<file path="src/sv/dfg_pkg.sv">
// ----------------------------------------------------------------------------
// dfg_pkg: shared constants, types and table functions
// Register indexes, reset values, queue sizing and the raised-cosine table
// point function used to build the gain table at elaboration.
// ----------------------------------------------------------------------------
package dfg_pkg;

   // configuration port
   localparam int CSR_ADDR_W = 2;
   localparam int CSR_DATA_W = 32;
   localparam logic [CSR_ADDR_W-1:0] CSR_FADE_START  = 2'd0;
   localparam logic [CSR_ADDR_W-1:0] CSR_FADE_LENGTH = 2'd1;
   localparam logic [CSR_ADDR_W-1:0] CSR_RAMP_STEP   = 2'd2;

   localparam logic [31:0] FADE_START_RST  = 32'd65536;
   localparam logic [31:0] FADE_LENGTH_RST = 32'd65536;
   localparam logic [16:0] RAMP_STEP_RST   = 17'd1024;

   // defaults for top-level parameters
   localparam int SAMPLE_WIDTH_DEF      = 24;
   localparam int COS_TABLE_ENTRIES_DEF = 256;

   // gain format
   localparam int GAIN_W = 31;
   localparam logic [GAIN_W-1:0] Q30_ONE = 31'h4000_0000;
   localparam logic [63:0] HALF_PI_Q30 = 64'd1686629713;

   // position fields in the request data
   localparam int POS_W = 32;
   localparam int POS_FIELDS_W = 3 * POS_W;

   // queue between front and back
   localparam int QUEUE_DEPTH = 4;
   localparam int QPTR_W = 2;

   // result of the fade engine towards the gain unit
   typedef struct packed {
      logic              done;
      logic [GAIN_W-1:0] target;
   } fade_rsp_type;

   // two truncated Taylor term multiplies by u in Q2.30
   function automatic logic [63:0] taylor_mul(input logic [63:0] term, input logic [63:0] u);
      logic [63:0] t;
      t = (term * u) >> 30;
      t = (t * u) >> 30;
      return t;
   endfunction

   // sin(u)^2 in Q1.30, with u = pi*x/2 in Q2.30
   function automatic logic [GAIN_W-1:0] raised_cos_point(input logic [63:0] u);
      logic [63:0] t;
      logic signed [65:0] s;
      logic [63:0] sc;
      logic [63:0] g;
      s = $signed({2'b00, u});
      t = taylor_mul(u, u) / 64'd6;   s = s - $signed({2'b00, t});
      t = taylor_mul(t, u) / 64'd20;  s = s + $signed({2'b00, t});
      t = taylor_mul(t, u) / 64'd42;  s = s - $signed({2'b00, t});
      t = taylor_mul(t, u) / 64'd72;  s = s + $signed({2'b00, t});
      t = taylor_mul(t, u) / 64'd110; s = s - $signed({2'b00, t});
      t = taylor_mul(t, u) / 64'd156; s = s + $signed({2'b00, t});
      t = taylor_mul(t, u) / 64'd210; s = s - $signed({2'b00, t});
      t = taylor_mul(t, u) / 64'd272; s = s + $signed({2'b00, t});
      if (s < 0) begin
         sc = 64'd0;
      end else if (s > $signed({35'd0, Q30_ONE})) begin
         sc = {33'd0, Q30_ONE};
      end else begin
         sc = s[63:0];
      end
      g = (sc * sc + (64'd1 << 29)) >> 30;
      if (g > {33'd0, Q30_ONE}) begin
         g = {33'd0, Q30_ONE};
      end
      return g[GAIN_W-1:0];
   endfunction

endpackage

</file>
<file path="src/sv/dfg_front.sv">
// ----------------------------------------------------------------------------
// dfg_front: request intake and queue
// Accepts requests, tags each as position or sample and holds them in a
// short queue so the back end can stall on its own.
// ----------------------------------------------------------------------------
module dfg_front #(
   parameter int DATA_W = 120
) (
   input  logic              clock,
   input  logic              reset,
   input  logic              req_tvalid,
   output logic              req_tready,
   input  logic              req_tuser,   // mode
   input  logic [DATA_W-1:0] req_tdata,
   output logic              q_valid,
   input  logic              q_pop,
   output logic              q_mode,
   output logic [DATA_W-1:0] q_data
);

   logic [DATA_W-1:0]       data_ff [dfg_pkg::QUEUE_DEPTH];
   logic                    mode_ff [dfg_pkg::QUEUE_DEPTH];
   logic [dfg_pkg::QPTR_W-1:0] wr_ptr_ff, rd_ptr_ff;
   logic [dfg_pkg::QPTR_W:0]   count_ff;
   logic push, pop;

   assign req_tready = (count_ff != (dfg_pkg::QPTR_W + 1)'(dfg_pkg::QUEUE_DEPTH));
   assign q_valid    = (count_ff != '0);
   assign push       = req_tvalid && req_tready;
   assign pop        = q_pop && q_valid;
   assign q_mode     = mode_ff[rd_ptr_ff];
   assign q_data     = data_ff[rd_ptr_ff];

   // store request payload
   always_ff @(posedge clock) begin
      if (push) begin
         data_ff[wr_ptr_ff] <= req_tdata;
         mode_ff[wr_ptr_ff] <= req_tuser;
      end
   end

   // advance pointers and fill level
   always_ff @(posedge clock) begin
      if (reset) begin
         wr_ptr_ff <= '0;
         rd_ptr_ff <= '0;
         count_ff  <= '0;
      end else begin
         if (push) wr_ptr_ff <= wr_ptr_ff + 1'b1;
         if (pop)  rd_ptr_ff <= rd_ptr_ff + 1'b1;
         if (push && !pop) begin
            count_ff <= count_ff + 1'b1;
         end else if (pop && !push) begin
            count_ff <= count_ff - 1'b1;
         end
      end
   end

endmodule

</file>
<file path="config.mk">
export PLATFORM = sky130hd
export DESIGN_NAME = dfg_front
export DESIGN_NICKNAME = d
export VERILOG_FILES = /design/src/sv/dfg_pkg.sv /design/src/sv/dfg_front.sv
export SDC_FILE = /design/constraint.sdc
export NUM_CORES = 1
export LEC_CHECK = 0
export BUFFER_PORTS_ARGS = -buffer_cell sky130_fd_sc_hd__buf_2
export CAP_MARGIN = 20
export CORE_MARGIN = 10
export CORE_UTILIZATION = 61
export DETAILED_ROUTE_END_ITERATION = 6
export MAX_ROUTING_LAYER = met4
export PLACE_DENSITY = 0.84
export SKIP_LAST_GASP = 1
export SLEW_MARGIN = 20
export SYNTH_ARGS = -nofsm -noshare
export SYNTH_HDL_FRONTEND = slang
export SYNTH_SLANG_ARGS = --single-unit
</file>
<file path="constraint.sdc">
create_clock -name clock -period 6.38 [get_ports clock]
set_input_delay 0.319 -clock clock [delete_from_list [all_inputs] [get_ports clock]]
set_output_delay 0.319 -clock clock [all_outputs]
set_load 0.05 [all_outputs]
</file>
# Word level (Yosys, flattened, before mapping)
# Memories as Yosys holds them, arrays and structs flattened. A register that Yosys moved wholly into a read port is not among the register bits.
# Cells that the tools add are included.
word_totals:
  regBits: 7
  latch_bits: 0
  mem_bits_rw: 484
  mem_bits_ro: 0
  memories: 2
classes:
  n_addsub: 4
  n_mul: 0
  div: 0
  n_lt_le_gt_ge: 0
  n_eq_ne: 1
  shifts: 0
  n_mux: 8
  bitwise_logic: 0
  reduce_logical: 8
mem_list:
  columns: ["memory", "depth", "width", "read_ports", "rd_ports_with_merged_regs", "write_ports", "line", "text"]
  rows:
  - ["data_ff", 4, 120, 1, 1, 1, "dfg_front.sv:21", "logic [DATA_W-1:0] data_ff [dfg_pkg::QUEUE_DEPTH];"]
  - ["mode_ff", 4, 1, 1, 1, 1, "dfg_front.sv:22", "logic mode_ff [dfg_pkg::QUEUE_DEPTH];"]
ops:
  columns: ["operator", "count"]
  rows:
  - ["$mux 2", 4]
  - ["$mux 3", 2]
  - ["$add 2x1->2 const B", 2]
  - ["$logic_and 1x1->1", 4]
  - ["$add 3x1->3 const B", 1]
  - ["$ne 3x3->1 const B", 1]
  - ["$reduce_bool 3->1", 1]
  - ["$sub 3x1->3 const B", 1]
  - ["$logic_not 1->1", 2]
  - ["$mux 1", 2]
  - ["$reduce_bool 2->1", 1]

# Longest topological paths before layout
logic_depth:
  ltp_word: 6
  depth_mapped: 8

# Worst setup path after synthesis
# No wires, ideal clock.
synth_path:
  path_kind: "register to register"
  startpoint: "register count_ff[0] in the netlist's numbering"
  endpoint: "memory data_ff[0][0] (enable)"
  setup_time_ns: 0.494
  t_arrival_ns: 3.585
  slack_ns: 2.300
  stages_incl_launch_ff: 4
  n_path_buf: 0
  cell_sequence: "dfxtp_1 nor2_1 a21boi_2 and2_1"
synth_between:
  elab_chain_cells: 4
synth_lines:
  columns: ["item", "line", "text"]
  rows:
  - ["start, declared", "dfg_front.sv:24", "logic [dfg_pkg::QPTR_W:0] count_ff;"]
  - ["start signal, assigned", "dfg_front.sv:52", "count_ff <= count_ff + 1'b1;"]
  - ["start signal, assigned", "dfg_front.sv:54", "count_ff <= count_ff - 1'b1;"]
  - ["$ne 3x3->1", "dfg_front.sv:27", "assign req_tready = (count_ff != (dfg_pkg::QPTR_W + 1)'(dfg_pkg::QUEUE_DEPTH));"]
  - ["$logic_and 1x1->1", "dfg_front.sv:29", "assign push = req_tvalid && req_tready;"]
  - ["net push", "dfg_front.sv:25", "logic push, pop;"]
  - ["$mux 1", "dfg_front.sv:36", "if (push) begin"]
  - ["$mux 1 (implied by the code)", "dfg_front.sv:37", "data_ff[wr_ptr_ff] <= req_tdata;"]
  - ["end, declared", "dfg_front.sv:21", null]
# The timed path passes the listed nets, and every way through them passes these cells.

==> flow_metrics.py <==
metrics = {
    "finish": {
        "instances_no_fill": 1475,
        "final_nets": 1183,
        "seq_area_sq_um": 14700,
        "syn2layout_area_growth_pct": 21.5,
        "drive_gt1_share_pct": 40.6,
        "multiInputGateArea_sq_um": 3010,
        "nFillCells": 1463,
        "design_area_sq_um": 21900,
    },
    "timing": {
        "slew_headroom_pct": 41.8,
        "worst_slack_ps": 3090,
        "totalNegativeSetupSlack_ps": 0,
        "fmax_ghz": 0.304,
        "worst_hold_slack_ps": 16.0,
        "finClkSkew_ps": 14.6,
        "hold_violations": 0,
        "finalSetupViolCount": 0,
        "rsz0062_at_grt": "no",
        "worst_slew_pin_slew_ps": 873,
        "fin_crit_sh_pct": 51.5,
        "period_needed_ps": 3290,
        "slew_violations": 0,
    },
    "power": {
        "p_leak_nw": 7.38,
        "peakVddDrop_uv": 407,
        "powerDensity_nw_per_um2": 444,
    },
    "global_route": {
        "grt_first_pass_wirelength_microns": 57000,
        "grt_util_all_layers_pct": 21.3,
        "grt_overflow_total": 0,
        "antenna_found_initial": 6,
        "grt_pass1_vias": 9234,
        "grt_max_degree": 74,
    },
    "placed_design": {
        "dp_slack_ps": 3480,
        "place_congestion": 0.732,
        "placed_area_sq_um": 19500,
        "place_inst": 1294,
        "hpwlAfterDp_microns": 21900,
        "numPortBuffers": 247,
    },
    "setup_path": {
        "start_kind": "flip-flop",
        "setup.worst_path.class": "reg -> out",
        "crit_arrival_ps": 2970,
        "critPathRequiredTime_ps": 6060,
        "crit_fanout": 44,
        "worst_setup_path_end_kind": "primary output",
    },
    "synth": {
        "synth_mux_area_share_pct": 15.3,
        "ys.flop_type": "edfxtp_1",
        "synthArstFlopShare_pct": 0,
        "synth_commonest_cells": "edfxtp_1, mux4_2, buf_12",
        "synthAdderAreaFrac_pct": 0.458,
        "synth_top_family_by_area": "multiplexers",
        "synth_cells": 680,
        "synthesis.area_sq_um": 18000,
        "synth_compound_area_share_pct": 0.208,
        "yosysTopAreaCell": "edfxtp_1",
        "synth_fp_nets": 811,
        "synth_xor_xnor_area_share_pct": 0.194,
        "synth_seq_area_share_pct": 81.7,
        "synth_cell_type_count": 25,
        "yosys_warnings": 0,
        "synth.most_common_cell": "edfxtp_1",
        "synthSimpleGateAreaFrac_pct": 0.465,
        "syn_avg_cell_area_sq_um": 26.5,
        "ys_ff_latch": 493,
        "yosys.area.top_type_share_pct": 80.7,
        "synth_edf_count": 484,
        "synth_area_leaders": "edfxtp_1, mux4_2, buf_12",
    },
    "flow_run": {
        "maxCapViolCount": 0,
    },
    "floorplan": {
        "ios": 248,
        "num_rows": 62,
        "die_w_microns": 192,
        "initial_utilization_pct": 62.3,
        "core_sq_um": 28900,
        "die_area_sq_um": 36800,
        "die_h_microns": 192,
    },
    "clock_tree": {
        "tritoncts": "built",
        "cts_buffers": 46,
        "clockBufferDepth": 3,
        "htreeDepth": 2,
        "clkTransAtPathRegs_ps": 60,
        "clockRootBuffer": "clkbuf_16",
        "clk_latency_ps": 540,
        "clock_sinks": 493,
    },
    "detailed_routing": {
        "drc": 0,
        "routedWlPerCell_microns": 25.7,
        "final_antenna_net_count": 0,
        "drt_pre_antenna_iters": 5,
        "via_per_inst": 5.82,
        "vias": 8583,
        "drt-initial-drc-count": 701,
        "drt-total-wl_microns": 37900,
    },
    "hold_path": {
        "hold_class": "in -> reg",
    },
    "outcome": {
        "outcome": "completed",
    },
}
[registers in the layout (all words and copies together), names as in the netlist, named ones only]
signal,count
rd_ptr_ff,2
count_ff,3
wr_ptr_ff,2
mode_ff,4
data_ff,480
[kinds of logic after synthesis]
logic type	count (synthesis)
simple gates	17
xor+xnor	4
mux	124
buf+inv	31
compound gates	5
flops	493
fa+ha+maj	6
[worst max-delay path, stage by stage (launching register included)]
cell and delay, ps:
dfxtp_4 700, buf_4 790, mux4_2 650, buf_2 240
[cell usage in the layout (no fill, tap or decap)]
cell type	instances
o31ai_1	1
edfxtp_1	484
fa_1	1
bufinv_16	1
buf_16	1
and2_4	4
or3_1	2
a21boi_2	1
xor2_1	4
dfxtp_1	7
clkbuf_1	21
clkbuf_16	49
dfxtp_4	2
nor2_1	8
o21ai_0	1
buf_2	247
clkinvlp_4	1
dlygate4sd3_1	93
o311ai_0	1
buf_4	10
mux2_2	1
inv_1	3
mux2i_1	2
nand2b_1	2
a21oi_1	1
buf_6	1
mux4_2	121
clkinv_1	7
diode_2	6
ha_1	5
clkinv_2	2
nand2_1	1
[metrics by stage]
stage	total power, W	util [%]
2_1_floorplan	0.00663	-
3_3_place_gp	0.00716	67.5
3_5_place_dp	0.00722	67.5
4_1_cts	0.00978	75.5
5_1_grt	0.0101	75.7
6_report	0.00972	75.7
[per-layer routing]
layer | share of wire, % | GRT usage, %
met3 | 9.0 | 5.24
met1 | 38 | 27.6
met4 | 2.2 | 5.83
met2 | 51 | 33.4
met5 | 0 | -
[final timing paths]
check	end	from	cells past startpoint	slack (ps)
worst max-delay path	q_data[93]	flip-flop	3	3090
worst min register to register	flip-flop	rd_ptr_ff[1]$_SDFFE_PP0P_	2	530
worst max register to register	data_ff[2][66]$_DFFE_PP_	count_ff[0]$_SDFFE_PP0P_	4	3780
worst min-delay path	data_ff[3][61]$_DFFE_PP_	req_tdata[61]	1	20
[final cells by class]
cell class / count / area share, %
Tap cell: 384 / 2.19
Clock buffer: 70 / 5.96
Timing Repair Buffer: 352 / 10.4
Antenna cell: 6 / 0.0686
Sequential cell: 493 / 67.2
Clock inverter: 11 / 0.337
Multi-Input combinational cell: 156 / 13.7
Inverter: 3 / 0.0514
[power breakdown]
| part | total, W | internal, W | switching, W |
|---|---|---|---|
| registers | 0.00409 | 0.00394 | 0.000152 |
| logic | 0.00311 | 0.000940 | 0.00217 |
| clock network | 0.00252 | 0.00144 | 0.00107 |
[repair_timing]
action / CTS / global route
setup buffers: 0 / 0
hold buffers: 92 / 1
gates resized for setup: 0 / 0
hold endpoints to repair: 360 / 2
Power figures use the tool's default switching activity.
