File: src/sv/dfg_pkg.sv
// ----------------------------------------------------------------------------
// dfg_pkg: shared constants, types and table functions
// Register indexes, reset values, queue sizing and the raised-cosine table
// point function used to build the gain table at elaboration.
// ----------------------------------------------------------------------------
package dfg_pkg;

   // configuration port
   localparam int CSR_ADDR_W = 2;
   localparam int CSR_DATA_W = 32;
   localparam logic [CSR_ADDR_W-1:0] CSR_FADE_START  = 2'd0;
   localparam logic [CSR_ADDR_W-1:0] CSR_FADE_LENGTH = 2'd1;
   localparam logic [CSR_ADDR_W-1:0] CSR_RAMP_STEP   = 2'd2;

   localparam logic [31:0] FADE_START_RST  = 32'd65536;
   localparam logic [31:0] FADE_LENGTH_RST = 32'd65536;
   localparam logic [16:0] RAMP_STEP_RST   = 17'd1024;

   // defaults for top-level parameters
   localparam int SAMPLE_WIDTH_DEF      = 24;
   localparam int COS_TABLE_ENTRIES_DEF = 256;

   // gain format
   localparam int GAIN_W = 31;
   localparam logic [GAIN_W-1:0] Q30_ONE = 31'h4000_0000;
   localparam logic [63:0] HALF_PI_Q30 = 64'd1686629713;

   // position fields in the request data
   localparam int POS_W = 32;
   localparam int POS_FIELDS_W = 3 * POS_W;

   // queue between front and back
   localparam int QUEUE_DEPTH = 4;
   localparam int QPTR_W = 2;

   // result of the fade engine towards the gain unit
   typedef struct packed {
      logic              done;
      logic [GAIN_W-1:0] target;
   } fade_rsp_type;

   // two truncated Taylor term multiplies by u in Q2.30
   function automatic logic [63:0] taylor_mul(input logic [63:0] term, input logic [63:0] u);
      logic [63:0] t;
      t = (term * u) >> 30;
      t = (t * u) >> 30;
      return t;
   endfunction

   // sin(u)^2 in Q1.30, with u = pi*x/2 in Q2.30
   function automatic logic [GAIN_W-1:0] raised_cos_point(input logic [63:0] u);
      logic [63:0] t;
      logic signed [65:0] s;
      logic [63:0] sc;
      logic [63:0] g;
      s = $signed({2'b00, u});
      t = taylor_mul(u, u) / 64'd6;   s = s - $signed({2'b00, t});
      t = taylor_mul(t, u) / 64'd20;  s = s + $signed({2'b00, t});
      t = taylor_mul(t, u) / 64'd42;  s = s - $signed({2'b00, t});
      t = taylor_mul(t, u) / 64'd72;  s = s + $signed({2'b00, t});
      t = taylor_mul(t, u) / 64'd110; s = s - $signed({2'b00, t});
      t = taylor_mul(t, u) / 64'd156; s = s + $signed({2'b00, t});
      t = taylor_mul(t, u) / 64'd210; s = s - $signed({2'b00, t});
      t = taylor_mul(t, u) / 64'd272; s = s + $signed({2'b00, t});
      if (s < 0) begin
         sc = 64'd0;
      end else if (s > $signed({35'd0, Q30_ONE})) begin
         sc = {33'd0, Q30_ONE};
      end else begin
         sc = s[63:0];
      end
      g = (sc * sc + (64'd1 << 29)) >> 30;
      if (g > {33'd0, Q30_ONE}) begin
         g = {33'd0, Q30_ONE};
      end
      return g[GAIN_W-1:0];
   endfunction

endpackage

File: src/sv/dfg_gain.sv
// ----------------------------------------------------------------------------
// dfg_gain: gain state and sample path
// Takes queued requests in order, hands positions to the fade engine, sets
// the ramp increment, and scales samples into a registered result stage.
// ----------------------------------------------------------------------------
module dfg_gain #(
   parameter int SAMPLE_WIDTH = 24
) (
   input  logic                    clock,
   input  logic                    reset,
   input  logic                    q_valid,
   input  logic                    q_mode,
   input  logic [SAMPLE_WIDTH-1:0] q_sample,
   output logic                    q_pop,
   output logic                    fade_go,
   input  dfg_pkg::fade_rsp_type   fade_rsp,
   input  logic [16:0]             ramp_step,
   output logic                    rsp_valid,
   input  logic                    rsp_ready,
   output logic [SAMPLE_WIDTH-1:0] rsp_sample,
   output logic [dfg_pkg::GAIN_W-1:0] rsp_gain
);

   localparam int SW = SAMPLE_WIDTH;
   localparam int GW = dfg_pkg::GAIN_W;
   localparam logic [SW+1:0] HALF_RANGE = (SW + 2)'(1) << (SW - 1);
   localparam logic [SW+1:0] SMAX = HALF_RANGE - 1'b1;

   typedef enum logic [2:0] {G_IDLE, G_FADE, G_INC, G_INC2, G_SMP, G_OUT} state_type;

   state_type       state_ff;
   logic [GW-1:0]   running_ff, target_ff;
   logic [31:0]     inc_ff;
   logic [SW-1:0]   smag_ff;
   logic            sneg_ff;
   logic [SW+GW-1:0] prod_ff;
   logic [GW-1:0]   dmag_ff;
   logic            dneg_ff;
   logic [47:0]     rprod_ff;
   logic            rsp_valid_ff;
   logic [SW-1:0]   rsp_sample_ff;
   logic [GW-1:0]   rsp_gain_ff;

   logic signed [32:0] gsum;
   logic [GW-1:0]   gstep;
   logic [SW-1:0]   smag;
   logic [SW+GW:0]  rsum;
   logic [SW+1:0]   ymag;
   logic [SW-1:0]   yout;
   logic signed [31:0] dsig;
   logic [31:0]     rmag;
   logic            out_free;

   // step the running gain and clamp to 0..1
   always_comb begin
      gsum = $signed({2'b00, running_ff}) + $signed({inc_ff[31], inc_ff});
      if (gsum < 0) begin
         gstep = '0;
      end else if (gsum > $signed({2'b00, dfg_pkg::Q30_ONE})) begin
         gstep = dfg_pkg::Q30_ONE;
      end else begin
         gstep = gsum[GW-1:0];
      end
   end

   assign smag = q_sample[SW-1] ? (SW'(0) - q_sample) : q_sample;

   // round half away from zero and saturate
   always_comb begin
      rsum = {1'b0, prod_ff} + (SW + GW + 1)'(1 << 29);
      ymag = rsum[SW+GW:30];
      if (sneg_ff) begin
         yout = (ymag >= HALF_RANGE) ? HALF_RANGE[SW-1:0] : SW'((SW + 2)'(0) - ymag);
      end else begin
         yout = (ymag > SMAX) ? SMAX[SW-1:0] : ymag[SW-1:0];
      end
   end

   assign dsig = $signed({1'b0, fade_rsp.target}) - $signed({1'b0, target_ff});
   assign rmag = rprod_ff[47:16];
   assign out_free = !rsp_valid_ff || rsp_ready;
   assign q_pop   = (state_ff == G_IDLE) && q_valid;
   assign fade_go = q_pop && !q_mode;

   // sequence requests and hold gain state and result stage
   always_ff @(posedge clock) begin
      if (reset) begin
         state_ff     <= G_IDLE;
         running_ff   <= '0;
         target_ff    <= '0;
         inc_ff       <= '0;
         rsp_valid_ff <= 1'b0;
      end else begin
         // load a new response or drop the one taken
         if ((state_ff == G_OUT) && out_free) begin
            rsp_valid_ff <= 1'b1;
         end else if (rsp_ready) begin
            rsp_valid_ff <= 1'b0;
         end
         case (state_ff)
            G_IDLE: begin
               if (q_valid) begin
                  if (q_mode) begin
                     running_ff <= gstep;
                     smag_ff    <= smag;
                     sneg_ff    <= q_sample[SW-1];
                     state_ff   <= G_SMP;
                  end else begin
                     state_ff   <= G_FADE;
                  end
               end
            end
            G_FADE: begin
               if (fade_rsp.done) begin
                  running_ff <= target_ff;
                  target_ff  <= fade_rsp.target;
                  dneg_ff    <= dsig[31];
                  dmag_ff    <= dsig[31] ? GW'(32'sd0 - dsig) : dsig[GW-1:0];
                  state_ff   <= G_INC;
               end
            end
            G_INC: begin
               rprod_ff <= dmag_ff * ramp_step;
               state_ff <= G_INC2;
            end
            G_INC2: begin
               inc_ff   <= dneg_ff ? (32'd0 - rmag) : rmag;
               state_ff <= G_IDLE;
            end
            G_SMP: begin
               prod_ff  <= smag_ff * running_ff;
               state_ff <= G_OUT;
            end
            G_OUT: begin
               if (out_free) begin
                  rsp_sample_ff <= yout;
                  rsp_gain_ff   <= running_ff;
                  state_ff      <= G_IDLE;
               end
            end
            default: state_ff <= G_IDLE;
         endcase
      end
   end

   assign rsp_valid  = rsp_valid_ff;
   assign rsp_sample = rsp_sample_ff;
   assign rsp_gain   = rsp_gain_ff;

endmodule

File: config.mk
export PLATFORM = sky130hd
export DESIGN_NAME = dfg_gain
export DESIGN_NICKNAME = d
export VERILOG_FILES = /design/src/sv/dfg_pkg.sv /design/src/sv/dfg_gain.sv
export SDC_FILE = /design/constraint.sdc
export NUM_CORES = 2
export LEC_CHECK = 0
export BUFFER_PORTS_ARGS = -buffer_cell sky130_fd_sc_hd__buf_2
export CORE_ASPECT_RATIO = 0.9
export CORE_MARGIN = 2
export CORE_UTILIZATION = 45
export CTS_CLUSTER_SIZE = 10
export DETAILED_ROUTE_END_ITERATION = 10
export SYNTH_ARGS = -nofsm -noshare
export SYNTH_HDL_FRONTEND = slang
export SYNTH_SLANG_ARGS = --single-unit
File: constraint.sdc
create_clock -name clock -period 10.38 [get_ports clock]
set_input_delay 1.038 -clock clock [delete_from_list [all_inputs] [get_ports clock]]
set_output_delay 1.038 -clock clock [all_outputs]
set_load 0.02 [all_outputs]
# ---- Word level (Yosys, flattened, before mapping)
# Cells that the tools add are included.
dict set report word_totals {
  wordCells 73
  input_bits 78
  out_inout_bits 58
  register_bits 313
}
dict set report op_classes {
  n_addsub 7
  n_mux 19
  bitwise_logic 1
  n_mul 2
  n_lt_le_gt_ge 4
  eq_ne 9
  reduce_logical 17
}
# op count
set ops {}
lappend ops {{2-to-1 mux 31 bit} 6}
lappend ops {{2-to-1 mux 24 bit} 3}
lappend ops {{one-hot mux 31 bit (2 select lines)} 1}
lappend ops {{adder 55 x 30 -> 56 bit (second input constant)} 1}
lappend ops {{multiplier 24 x 31 -> 55 bit} 1}
lappend ops {{multiplier 31 x 17 -> 48 bit} 1}
lappend ops {{subtractor 1 x 24 -> 24 bit (first input constant)} 2}
lappend ops {{adder 32 x 32 -> 33 bit} 1}
lappend ops {{> comparator 33 x 32 -> 1 bit (second input constant)} 1}
lappend ops {{< comparator 33 x 1 -> 1 bit (second input constant)} 1}
lappend ops {{2-to-1 mux 32 bit} 1}
lappend ops {{subtractor 1 x 32 -> 32 bit (first input constant)} 1}
lappend ops {{subtractor 31 x 31 -> 32 bit} 1}
lappend ops {{subtractor 1 x 31 -> 31 bit (first input constant)} 1}
lappend ops {{greater-or-equal comparator 26 x 24 -> 1 bit (second input constant)} 1}
lappend ops {{> comparator 26 x 23 -> 1 bit (second input constant)} 1}
lappend ops {{2-to-1 mux 23 bit} 1}
lappend ops {{one-hot mux 3 bit (5 select lines)} 1}
lappend ops {{2-to-1 mux 3 bit} 4}
lappend ops {{AND reduction 3 bit} 3}
lappend ops {{inequality test 2 bit (second input constant)} 4}
lappend ops {{AND reduction 4 bit} 2}
lappend ops {{== test 3 x 2 -> 1 bit (second input constant)} 2}
lappend ops {{== test 3 bit (second input constant)} 2}
lappend ops {{9 further kinds} 16}

# ---- Depth between registers and ports, before layout
dict set report depth {
  word_depth 7
  mapped_depth 28
  ltp_nobuf 26
}

# ---- Worst setup path before layout
# No wires, ideal clock.
dict set report synth_timing {
  path_type {input -> register}
  start {in reset}
  end {reg rsp_gain_ff[0] (netlist: rsp_gain[0]), enable pin}
  path_stages 2
  setup_ps 624
  n_path_buf 1
  t_required_ps 9756
  arrival_ps 7002
  slack_ps 2754
  cell_sequence {clkbuf_1 nor4b_1}
}
dict set report synth_between {
  elab_chain_len 2
}
# element line_no
set synth_rtl {}
lappend synth_rtl {{start: declaration} dfg_gain.sv:10} ;# input logic reset,
lappend synth_rtl {{inverter 1 bit (no source line)} --}
lappend synth_rtl {{AND reduction 3 bit (no source line)} --}
lappend synth_rtl {{end signal: assignment} dfg_gain.sv:137} ;# rsp_gain_ff <= running_ff;
lappend synth_rtl {{end: declaration} dfg_gain.sv:42} ;# logic [GW-1:0] rsp_gain_ff;
# Every way passes these cells.
# A chain may end at the register's enable or synchronous reset.

# ---- Worst setup path in the final report
dict set report layout_timing {
  start {reg smag_ff[3]}
  end {reg prod_ff[54] (data pin)}
}
dict set report layout_between {
  elab_chain_len 1
}
# element line_no
set layout_rtl {}
lappend layout_rtl {{start: declaration} dfg_gain.sv:34} ;# logic [SW-1:0] smag_ff;
lappend layout_rtl {{start signal: assignment} dfg_gain.sv:105} ;# smag_ff <= smag;
lappend layout_rtl {{multiplier 24 x 31 -> 55 bit} dfg_gain.sv:131} ;# prod_ff <= smag_ff * running_ff;
lappend layout_rtl {{end signal: assignment} dfg_gain.sv:131}
lappend layout_rtl {{end: declaration} dfg_gain.sv:36} ;# logic [SW+GW-1:0] prod_ff;
# Every way passes these cells.

==> metrics.md <==
| Metric | Value |
|---|---|
| Synth area leaders | fa_1, edfxtp_1, inv_1 |
| Gr ovfl total | 0 |
| Synthesized area per cell | 9.00 sq um |
| Syn Inst Count | 6045 |
| Max cap viols | 0 |
| Final worst path period share | 0.803 |
| Worst skew pair latency | 0.59 ns |
| FF+latch count, synth | 268 |
| Routability congestion estimate | 0.895 |
| Syn nets | 7557 |
| Worst-margin pin slew | 1.45 ns |
| Max FO, Critical Path | 18 |
| Met2 wire length | 67600 um |
| Multi-input logic area | 0.0416 sq mm |
| Pin count of the biggest net entering global routing | 71 |
| Die Width | 370 um |
| DPL Wire Length | 115000 um |
| Clock Tree Root | clkbuf_16 |
| Met1 Wirelength | 67300 um |
| Initial DRC count | 2973 |
| Status | complete, no violations |
| # resized after CTS | 0 |
| Total CTS buffers | 34 |
| # IOs | 136 |
| CTS Buffer Depth | 3 |
| # rows | 120 |
| GRT Total Usage | 0.250 |
| VDD IR max | 474 uV |
| Initial Util | 0.456 |
| Final Skew | 0.0316 ns |
| Final setup fails | 0 |
| Mapped Area | 0.0544 sq mm |
| Hold Crit Class | reg -> reg |
| CP startpoint kind | flip-flop |
| Global-route wire length before repair | 241000 um |
| Full die area | 0.124 sq mm |
| Core area | 0.119 sq mm |
| Final Hold Vio Count | 0 |
| CTS Sinks | 268 |
| DR pass1 iterations | 5 |
| Warnings from Yosys | 0 |
| Port Buffers | 135 |
| Met3 WL post-DR | 12600 um |
| Fraction of registers with async set/reset | 0 |
| Seq/Total Area, Yosys | 0.130 |
| P per Cell Area | 362 mW/mm^2 |
| Layout cells sized above 1 | 0.0523 |
| Post-synth EDFFs | 170 |
| Worst EP required | 10.69 ns |
| Reg clk slew, reported paths | 0.06 ns |
| Post-layout minimum cycle time | 8.34 ns |
| Post-CTS Setup Repair Bufs | 0 |
| Total Nets Final | 7500 |
| Top cell type by total area after synthesis | fa_1 |
| Leakage | 27.5 nW |
| Crit path DAT | 8.65 ns |
| Post-route ant nets | 0 |
| CP Capture Type | flip-flop |
| CTS tree | built |
| Uppermost layer routed | met4 |
| WS Path Type | reg -> reg |
| H-tree lvl count | 2 |
| Initial antenna violation count | 4 |
| Setup slack at placement | 2.11 ns |
| Max Freq | 120 MHz |
| Slew headroom | 0.0316 |
| Vias in the first global route | 42062 |
| Drt via density | 5.35 |
| Detailed-route DRC error count | 0 |
| Prevailing post-synth register cell | edfxtp_1 |
| Worst Setup Slack, final | 2.04 ns |
| Sequential cell area | 0.00707 sq mm |
| Area growth from synthesis to layout | 5.91% |
| Routed Wire Length | 151000 um |
| RSZ-0062 raised after global routing | no |
| Routed wire per std cell | 19.8 um |
| Filler cells | 11457 |
| Library cells used by synthesis | 81 |
| Yosys top cell area share | 0.394 |
| Vias | 40648 |
| Final Max Tran Viols | 0 |
| Post-CTS Hold Buffers | 0 |
| Setup TNS | 0 ns |
| DIE HEIGHT | 334 um |
[through the flow]
stage                     utilization  total power, mW  hold WS [ns]  std cells  instance area, sq um
after global placement          0.474             19.4         0.441       7538                 56500
after CTS                       0.482             21.0         0.453       7593                 57600
final                           0.483             20.8         0.451       7599                 57600
after floorplan                     -             14.9         0.436       6045                 54400
after global routing            0.482             23.4         0.470       7594                 57600
after detailed placement        0.474             19.6         0.446       7538                 56500
[synthesized netlist by cell type (16+ instances only)]
cell / number
nand3_1: 42
nand2_1: 942
o211ai_1: 17
a21oi_1: 191
a21o_1: 84
xnor2_1: 127
edfxtp_1: 170
o21bai_1: 16
fa_1: 1069
nor3_1: 62
a211oi_1: 43
o21ai_0: 105
nand4_1: 27
xor2_1: 91
inv_1: 1225
and2_1: 544
dfxtp_1: 98
nor2b_1: 19
clkbuf_1: 306
a31oi_1: 25
and3_1: 26
o31ai_1: 16
ha_1: 365
nor2_1: 172
nand2b_1: 19
or3_1: 18
[cell type report]
cell class,instances,area share
Tap cell,1586,0.0345
Clock inverter,7,0.00180
Sequential cell,268,0.123
Antenna cell,6,0.000261
Multi-Input combinational cell,4235,0.721
Clock buffer,48,0.0162
Timing Repair Buffer,223,0.0232
Inverter,1226,0.0799
[cell families (layout without fill, tap and decap cells)]
kind of cell             count (synthesis)  count (layout)  share of synthesized area
other                                    0               6                          0
AO/OA/AOI/OAI                          621             621                     0.0755
adder cells (fa/ha/maj)               1434            1434                      0.478
XOR/XNOR                               218             218                     0.0351
multiplexers                            15              15                    0.00276
buffers and inverters                 1542            1504                      0.107
flip-flops                             268             268                      0.130
AND/OR/NAND/NOR                       1947            1947                      0.173
[power breakdown]
group	total, mW	switching [mW]	internal, mW
combinational	17.5	10.2	7.25
sequential	2.22	0.270	1.95
clock	1.17	0.511	0.656
total	20.8	11.0	9.85
[path summary, 6_finish.rpt]
| kind | end | slack (ns) | depth (start not counted) | from |
|---|---|---|---|---|
| worst max-delay path | prod_ff[54] | 2.04 | 27 | smag_ff[3] |
| worst min-delay path | target_ff[22] | 0.45 | 2 | target_ff[22] |
| worst max register to register | prod_ff[54] | 2.04 | 27 | smag_ff[3] |
| worst min register to register | target_ff[22] | 0.45 | 2 | target_ff[22] |
[layer usage]
layer,track usage,vias to the layer above
li1,-,18375
met1,0.363,20750
met2,0.382,1339
met3,0.0546,184
met4,0.0522,0
met5,0,-
[critical path, cell delays in order, from the launching register on]
cell and delay, ns:
edfxtp_1 0.85, buf_4 0.41, nand2_1 0.12, fa_1 0.59
inv_1 0.05, fa_1 0.48, inv_1 0.06, fa_1 0.49
fa_1 0.51, inv_1 0.06, fa_1 0.49, fa_1 0.49
inv_1 0.05, fa_1 0.47, inv_1 0.05, ha_1 0.31
a21o_1 0.19, a21o_1 0.16, a21oi_1 0.12, o21ai_0 0.14
o21bai_1 0.20, nand3_1 0.29, a311oi_1 0.36, buf_4 0.20
o211ai_1 0.18, a221oi_1 0.41, nor2_1 0.09, a211o_1 0.24
[cell usage in the layout, fill, tap and decap left out, types with 9 or more instances in the layout]
master     synthesis  final
a211oi_1          43     43
a21o_1            84     84
a21oi_1          191    191
a22oi_1           14     14
a31oi_1           25     25
and2_1           544    543
and3_1            26     26
and4_1             9      9
buf_2              0    134
buf_4              1     89
clkbuf_1         306     11
clkbuf_16          0     34
dfxtp_1           98     98
edfxtp_1         170    170
fa_1            1069   1069
ha_1             365    365
inv_1           1225   1225
mux2i_1           15     14
nand2_1          942    942
nand2b_1          19     19
nand3_1           42     42
nand4_1           27     27
nor2_1           172    171
nor2b_1           19     19
nor3_1            62     61
nor3_2            10     11
nor4_1            11     10
o211ai_1          17     17
o21a_1            13     13
o21ai_0          105    105
o21bai_1          16     16
o31ai_1           16     16
o41ai_1            9      9
or2_2             10     10
or3_1             18     18
or4_1             14     14
xnor2_1          127    127
xor2_1            91     91
[flip-flops by register name (all words and copies together) (netlist names)]
| name | cells |
|---|---|
| state_ff | 3 |
| rsp_valid | 1 |
| dneg_ff | 1 |
| target_ff | 31 |
| sneg_ff | 1 |
| inc_ff | 32 |
| rprod_ff | 32 |
| rsp_gain | 31 |
| dmag_ff | 31 |
| rsp_sample | 24 |
| prod_ff | 26 |
| smag_ff | 24 |
| running_ff | 31 |
No activity file was read; power rests on OpenSTA's default activity.
